$ cat config.mk
export PLATFORM = sky130hd
export DESIGN_NAME = palette_cycle_range_timers_core
export DESIGN_NICKNAME = d
export VERILOG_FILES = /design/src/rtl/pcrt_pkg.sv /design/src/rtl/pcrt_advance.sv /design/src/rtl/palette_cycle_range_timers_core.sv
export SDC_FILE = /design/constraint.sdc
export NUM_CORES = 2
export LEC_CHECK = 0
export ABC_AREA = 1
export BUFFER_PORTS_ARGS = -buffer_cell sky130_fd_sc_hd__buf_4
export CAP_MARGIN = 0
export CORE_MARGIN = 10
export CORE_UTILIZATION = 53
export CTS_CLUSTER_SIZE = 30
export DETAILED_ROUTE_END_ITERATION = 8
export PLACE_DENSITY = 0.69
export SYNTH_ARGS = -nofsm -noshare
export SYNTH_HDL_FRONTEND = slang
export SYNTH_HIERARCHICAL = 1
export SYNTH_SLANG_ARGS = --single-unit
$ cat constraint.sdc
create_clock -name i_clk -period 8.8 [get_ports i_clk]
set_input_delay 1.76 -clock i_clk [delete_from_list [all_inputs] [get_ports i_clk]]
set_output_delay 1.76 -clock i_clk [all_outputs]
set_load 0.02 [all_outputs]
$ cat src/rtl/pcrt_pkg.sv
package pcrt_pkg;

    localparam int RANGES      = 16;
    localparam int FRAC_BITS   = 16;
    localparam int TIME_FRAC   = 16;
    localparam int IDX_W       = 4;
    localparam int CNT_W       = 5;
    localparam int PHASE_INT_W = 14;
    localparam int ACC_W       = PHASE_INT_W + FRAC_BITS;
    localparam int MAG_W       = 16;
    localparam int ELAPSED_W   = 16;
    localparam int PROD_W      = MAG_W + ELAPSED_W;
    localparam int SCALE_W     = PROD_W + 6;
    localparam int INC_SHL     = (FRAC_BITS >= TIME_FRAC) ? FRAC_BITS - TIME_FRAC : 0;
    localparam int INC_SHR     = (FRAC_BITS < TIME_FRAC) ? TIME_FRAC - FRAC_BITS : 0;
    localparam int INC_W       = SCALE_W + INC_SHL;
    localparam int SUM_W       = ((INC_W > ACC_W) ? INC_W : ACC_W) + 1;

    typedef enum logic {
        FUNC_LOAD = 1'b0,
        FUNC_TICK = 1'b1
    } t_func;

    typedef struct packed {
        t_func              func;
        logic [3:0]         channel;
        logic [7:0]         low_index;
        logic [7:0]         high_index;
        logic signed [15:0] rate;
        logic [15:0]        elapsed;
    } t_in_item;

    typedef struct packed {
        logic [3:0]  range_index;
        logic [7:0]  position;
        logic        stepped;
        logic [13:0] phase;
        logic        last;
    } t_out_item;

endpackage

$ cat src/rtl/pcrt_advance.sv
module pcrt_advance (
    input  logic [pcrt_pkg::PROD_W-1:0] i_prod,
    input  logic [pcrt_pkg::ACC_W-1:0]  i_acc,
    input  logic [7:0]                  i_pos,
    input  logic [7:0]                  i_low,
    input  logic [7:0]                  i_high,
    input  logic                        i_neg,
    output logic [pcrt_pkg::ACC_W-1:0]  o_acc,
    output logic [7:0]                  o_pos,
    output logic                        o_stepped
);

    logic [pcrt_pkg::INC_W-1:0] w_scaled;
    logic [pcrt_pkg::INC_W-1:0] w_inc;
    logic [pcrt_pkg::SUM_W-1:0] w_sum;
    logic                       w_wrap;
    logic [7:0]                 w_len8;
    logic [8:0]                 w_len;
    logic [8:0]                 w_up;
    logic [8:0]                 w_len_m1;
    logic [7:0]                 w_step_pos;

    // x * 60 = x * 64 - x * 4
    assign w_scaled = (pcrt_pkg::INC_W'(i_prod) << 6) - (pcrt_pkg::INC_W'(i_prod) << 2);
    assign w_inc    = (w_scaled << pcrt_pkg::INC_SHL) >> pcrt_pkg::INC_SHR;
    assign w_sum    = pcrt_pkg::SUM_W'(i_acc) + pcrt_pkg::SUM_W'(w_inc);
    assign w_wrap   = |w_sum[pcrt_pkg::SUM_W-1:pcrt_pkg::ACC_W];

    assign w_len8   = i_high + 8'd1 - i_low;
    assign w_len    = {(w_len8 == 8'd0), w_len8};
    assign w_up     = {1'b0, i_pos} + 9'd1;
    assign w_len_m1 = w_len - 9'd1;

    always_comb begin
        if (i_neg) begin
            w_step_pos = (w_up == w_len) ? 8'd0 : w_up[7:0];
        end else begin
            w_step_pos = (i_pos == 8'd0) ? w_len_m1[7:0] : i_pos - 8'd1;
        end
    end

    assign o_acc     = w_sum[pcrt_pkg::ACC_W-1:0];
    assign o_pos     = w_wrap ? w_step_pos : i_pos;
    assign o_stepped = w_wrap;

endmodule

$ cat src/rtl/palette_cycle_range_timers_core.sv
// Load transfer: produces no result; the next item can be accepted in the cycle after.
// Tick transfer: each active range passes through the multiply, accumulate and output
// states in turn, holding in output while the output is stalled; no new item is accepted
// until the last range's result is taken. A tick with no active ranges gives no result.
// One shared 16x16 multiplier and one accumulate/step unit serve all ranges in turn.
// Synchronous active-low reset clears all range tables, phases, positions and the
// active range count; the block is ready in the first cycle after reset.
module palette_cycle_range_timers_core (
    input  logic                       i_clk,
    input  logic                       i_rst_n,
    input  logic                       i_valid,
    output logic                       o_stall,
    input  pcrt_pkg::t_in_item         i_in,
    output logic                       o_valid,
    input  logic                       i_stall,
    output pcrt_pkg::t_out_item        o_out,
    input  logic                       i_cfg_we,
    input  logic [pcrt_pkg::CNT_W-1:0] i_cfg_wdata
);

    typedef enum logic [1:0] {
        S_IDLE,
        S_MUL,
        S_ACC,
        S_OUT
    } t_state;

    t_state                        r_state, n_state;
    logic [pcrt_pkg::CNT_W-1:0]    r_active;
    logic [pcrt_pkg::IDX_W-1:0]    r_idx, n_idx;
    logic [pcrt_pkg::IDX_W-1:0]    r_last_idx, n_last_idx;
    logic [pcrt_pkg::ELAPSED_W-1:0] r_elapsed;
    logic [pcrt_pkg::PROD_W-1:0]   r_prod;
    logic                          r_valid, n_valid;
    pcrt_pkg::t_out_item           r_out;

    logic [7:0]                    r_low   [pcrt_pkg::RANGES];
    logic [7:0]                    r_high  [pcrt_pkg::RANGES];
    logic [15:0]                   r_rate  [pcrt_pkg::RANGES];
    logic [pcrt_pkg::ACC_W-1:0]    r_acc   [pcrt_pkg::RANGES];
    logic [7:0]                    r_pos   [pcrt_pkg::RANGES];

    logic                          w_in_xfer;
    logic                          w_out_xfer;
    logic [pcrt_pkg::CNT_W-1:0]    w_count;
    logic [15:0]                   w_rate;
    logic [pcrt_pkg::MAG_W-1:0]    w_mag;
    logic [pcrt_pkg::ACC_W-1:0]    w_new_acc;
    logic [7:0]                    w_new_pos;
    logic                          w_stepped;

    assign o_stall    = (r_state != S_IDLE);
    assign w_in_xfer  = i_valid && !o_stall;
    assign w_out_xfer = r_valid && !i_stall;
    assign o_valid    = r_valid;
    assign o_out      = r_out;

    assign w_count = (r_active > pcrt_pkg::CNT_W'(pcrt_pkg::RANGES))
                   ? pcrt_pkg::CNT_W'(pcrt_pkg::RANGES) : r_active;
    assign w_rate  = r_rate[r_idx];
    assign w_mag   = w_rate[15] ? pcrt_pkg::MAG_W'(16'd0 - w_rate) : w_rate;

    pcrt_advance u_advance (
        .i_prod    (r_prod),
        .i_acc     (r_acc[r_idx]),
        .i_pos     (r_pos[r_idx]),
        .i_low     (r_low[r_idx]),
        .i_high    (r_high[r_idx]),
        .i_neg     (w_rate[15]),
        .o_acc     (w_new_acc),
        .o_pos     (w_new_pos),
        .o_stepped (w_stepped)
    );

    always_comb begin
        n_state    = r_state;
        n_idx      = r_idx;
        n_last_idx = r_last_idx;
        n_valid    = r_valid;
        case (r_state)
            S_IDLE: begin
                if (w_in_xfer && i_in.func == pcrt_pkg::FUNC_TICK && w_count != '0) begin
                    n_state    = S_MUL;
                    n_idx      = '0;
                    n_last_idx = pcrt_pkg::IDX_W'(w_count - pcrt_pkg::CNT_W'(1));
                end
            end
            S_MUL: begin
                n_state = S_ACC;
            end
            S_ACC: begin
                n_state = S_OUT;
                n_valid = 1'b1;
            end
            S_OUT: begin
                if (w_out_xfer) begin
                    n_valid = 1'b0;
                    if (r_idx == r_last_idx) begin
                        n_state = S_IDLE;
                    end else begin
                        n_state = S_MUL;
                        n_idx   = r_idx + pcrt_pkg::IDX_W'(1);
                    end
                end
            end
            default: begin
                n_state = S_IDLE;
                n_valid = 1'b0;
            end
        endcase
    end

    always_ff @(posedge i_clk) begin
        if (!i_rst_n) begin
            r_state    <= S_IDLE;
            r_active   <= '0;
            r_idx      <= '0;
            r_last_idx <= '0;
            r_valid    <= 1'b0;
            for (int k = 0; k < pcrt_pkg::RANGES; k++) begin
                r_low[k]  <= '0;
                r_high[k] <= '0;
                r_rate[k] <= '0;
                r_acc[k]  <= '0;
                r_pos[k]  <= '0;
            end
        end else begin
            r_state    <= n_state;
            r_idx      <= n_idx;
            r_last_idx <= n_last_idx;
            r_valid    <= n_valid;
            if (i_cfg_we) begin
                r_active <= i_cfg_wdata;
            end
            if (w_in_xfer && i_in.func == pcrt_pkg::FUNC_LOAD) begin
                r_low[i_in.channel]  <= i_in.low_index;
                r_high[i_in.channel] <= i_in.high_index;
                r_rate[i_in.channel] <= i_in.rate;
                r_acc[i_in.channel]  <= '0;
                r_pos[i_in.channel]  <= '0;
            end
            if (r_state == S_ACC) begin
                r_acc[r_idx] <= w_new_acc;
                r_pos[r_idx] <= w_new_pos;
            end
        end
    end

    always_ff @(posedge i_clk) begin
        if (w_in_xfer) begin
            r_elapsed <= i_in.elapsed;
        end
        if (r_state == S_MUL) begin
            r_prod <= pcrt_pkg::PROD_W'(w_mag) * pcrt_pkg::PROD_W'(r_elapsed);
        end
        if (r_state == S_ACC) begin
            r_out.range_index <= r_idx;
            r_out.position    <= w_new_pos;
            r_out.stepped     <= w_stepped;
            r_out.phase       <= w_new_acc[pcrt_pkg::ACC_W-1:pcrt_pkg::FRAC_BITS];
            r_out.last        <= (r_idx == r_last_idx);
        end
    end

    a_valid_in_out: assert property (@(posedge i_clk) disable iff (!i_rst_n)
        o_valid == (r_state == S_OUT))
        else $error("result valid outside output state");

    a_last_ends_tick: assert property (@(posedge i_clk) disable iff (!i_rst_n)
        (o_valid && !i_stall && o_out.last) |=> (r_state == S_IDLE))
        else $error("tick did not end after last result");

    a_idx_bound: assert property (@(posedge i_clk) disable iff (!i_rst_n)
        (r_state != S_IDLE) |-> (r_idx <= r_last_idx))
        else $error("range walk passed the last active range");

    a_load_no_result: assert property (@(posedge i_clk) disable iff (!i_rst_n)
        (w_in_xfer && i_in.func == pcrt_pkg::FUNC_LOAD) |=> (r_state == S_IDLE && !o_valid))
        else $error("load transfer started a walk");

endmodule
==> results.md <==
- The number of antenna violations at the first check in global routing is 2.
- The post-detailed-routing wire length is 202 mm.
- The count of clock tree sinks is 1184.
- The global-route track usage on met1 is 0.370.
- Among all stages on the critical path, the largest delay is contributed by sky130_fd_sc_hd__fa_1.
- The number of antenna cells inserted is 0.
- The utilization of the core after routing is 0.580.
- The number of nets at the end of the flow is 7141.
- Derived from the worst setup path, the maximum achievable clock frequency is 121 MHz.
- The class of the most critical hold timing path is reg -> reg.
- After technology mapping, the gate count stands at 6812.
- The global-route wire length before repair is 301 mm.
- The hold-fix buffer count after cts is 0.
- The synthesized netlist occupies a cell area of 65000 µm².
- The largest net degree at the start of global routing is 203.
- The global routing stage identified its most utilized layer as met2.
- The clock-pin transition on the worst setup and hold timing paths is 60 ps.
- The final critical delay including setup and external delays is 8250 ps.
- The net count of the mapped netlist is 7256.
- During I/O placement, the number of pins put on the boundary was 93.
- The count of nets left with antenna violations once routing finished came out at 0.
- The data arrival time of the critical path is 8730 ps.
- The max-cap check violation count is 0.
- By instance count, the cell type seen most on the critical path is sky130_fd_sc_hd__nand2_1.
- Setup repair after global routing could not meet its margin everywhere.
- The number of buffers created by CTS is 121.
- Summing over every cut layer, the via total after detailed routing is 50400.
- Each instance of the synthesized netlist takes up on average 9.55 µm².
- The share of the cycle needed by the critical path after routing is 0.937.
- The buffer type at the clock tree root is sky130_fd_sc_hd__clkbuf_16.
- Clock skew on the completed layout was measured at 81.3 ps.
- The number of buffer cells added on primary ports is 92.
- For met3 alone, demand over resource in global routing was 0.0568.
- The number of remaining DRC errors is 0.
- The number of fillers in the final layout is 10400.
- The final estimated routing congestion in global placement is 0.956.
- The warning count from the yosys run is 6.
- The die is 370 µm tall.
- The run finished with clean final reports.
- The average wire per standard cell is 23.9 µm.
- The library cell used most frequently in the layout, excluding fill and tap cells, is sky130_fd_sc_hd__nor2_1.
- The critical path is of the reg -> reg type.
- The floorplan step defined a die boundary enclosing 137000 µm².
- Detailed placement ended at an HPWL of 121 mm.
- For this block, the initial DRC count from the detailed router was 6480.
- For this run, the slowest stage of the critical path takes 610 ps.
- Of the cells placed in the final design, the portion with a size suffix greater than 1 is 0.0786.
- After floorplanning, the core was divided into 128 placement rows.
- The post-cts gate resize count is 0.
- The number of detailed-routing iterations run before antenna repair is 6.
- The number of global-route vias before repair was 49200.
- Setup violations remaining at the end of the flow were counted as 0.
- The die outline width is 370 µm.
- The H-tree was split into 3 levels.
- Relative to the synthesized area, the layout overhead comes to 8.80%.
- No sink is reached through more buffers than the 3 on the longest clock path.
- The clock reaches the later pin of the worst-skew pair after 800 ps.
- In the layout the commonest cells are 1903 x sky130_fd_sc_hd__nor2_1, 1164 x sky130_fd_sc_hd__edfxtp_1, 759 x sky130_fd_sc_hd__nand2_1.
- Post-CTS timing repair inserted 0 buffers for setup.
- The element type at the critical path end is a register.
- TritonCTS built the clock tree.
- For this run, global-route usage on met2 was measured as 0.470.
- The max-slew violation count is 0.
- The total count of hold-check failures in the final report came to 0.
- The placeable core region is 122000 µm².
- Across every metal layer, demand over resource in global routing totals 0.287.
- The relative slew slack is 0.241.
- The required time at the worst-slack endpoint is 9280 ps.
- For this configuration, the core starts out at a cell density of 0.533.
- Dividing the detail-routed via count by the number of cells gives 5.99.
- The largest fanout on the critical path is 87.
- The worst setup path is launched from a register.
- The pin slew with the least headroom to its limit is 1140 ps.
- The total overflow left after global routing is 0.
[path summary, 6_finish.rpt]
kind | from | endpoint | slack (ps) | cells past startpoint
hold / removal | r_active[2] | r_active[2] | 510 | 2
setup reg to reg | register | r_prod[26] | 550 | 33
setup / recovery | register | r_prod[26] | 550 | 33
hold reg to reg | r_active[2] | r_active[2] | 510 | 2
[flip-flops by register name (all words and copies together) (netlist names), named ones only]
signal and cells:
r_acc 448, r_rate 256, r_high 128, r_low 128, r_pos 128, r_prod 32, o_out 28, r_elapsed 16
r_active 5, r_idx 4, r_last_idx 4, r_state 2, o_valid 1
[metrics by stage]
step / setup slack [ps] / cell area, µm² / cells / hold WS, ps / setup TNS, ps
after CTS: 592 / 70700 / 8421 / 515 / 0
after global placement: 726 / 67000 / 8199 / 500 / 0
final: 551 / 70700 / 8421 / 510 / 0
after detailed placement: 676 / 67000 / 8199 / 507 / 0
after floorplan: 1600 / 65000 / 6812 / 469 / 0
after global routing: -5.11 / 70700 / 8421 / 540 / -5.11
[metal layers]
layer | routed length (µm) | vias to the layer above | share of wire
met1 | 75800 | 24300 | 0.38
met5 | 8 | - | 0.000040
met3 | 21600 | 559 | 0.11
met2 | 94100 | 2926 | 0.47
met4 | 10000 | 2 | 0.050
li1 | - | 22600 | -
[final cells by class]
| cell class | instances | area, µm² | area share |
|---|---|---|---|
| timing repair buffer | 208 | 1620 | 0.0230 |
| sequential | 1184 | 35400 | 0.500 |
| inverter | 551 | 2090 | 0.0295 |
| clock inverter | 73 | 579 | 0.00819 |
| tap | 1625 | 2030 | 0.0287 |
| multi-input combinational | 4631 | 25900 | 0.366 |
| clock buffer | 149 | 3150 | 0.0446 |
[critical path: cells and delay by family (launching register included)]
kind	cells	cell delay [ps]
buf+inv	7	1210
flops	1	500
fa+ha+maj	7	3460
compound gates	5	970
simple gates	14	1650
Power is not shown: default switching activity piles up to over one toggle a cycle in this logic, so the estimate is an artifact.
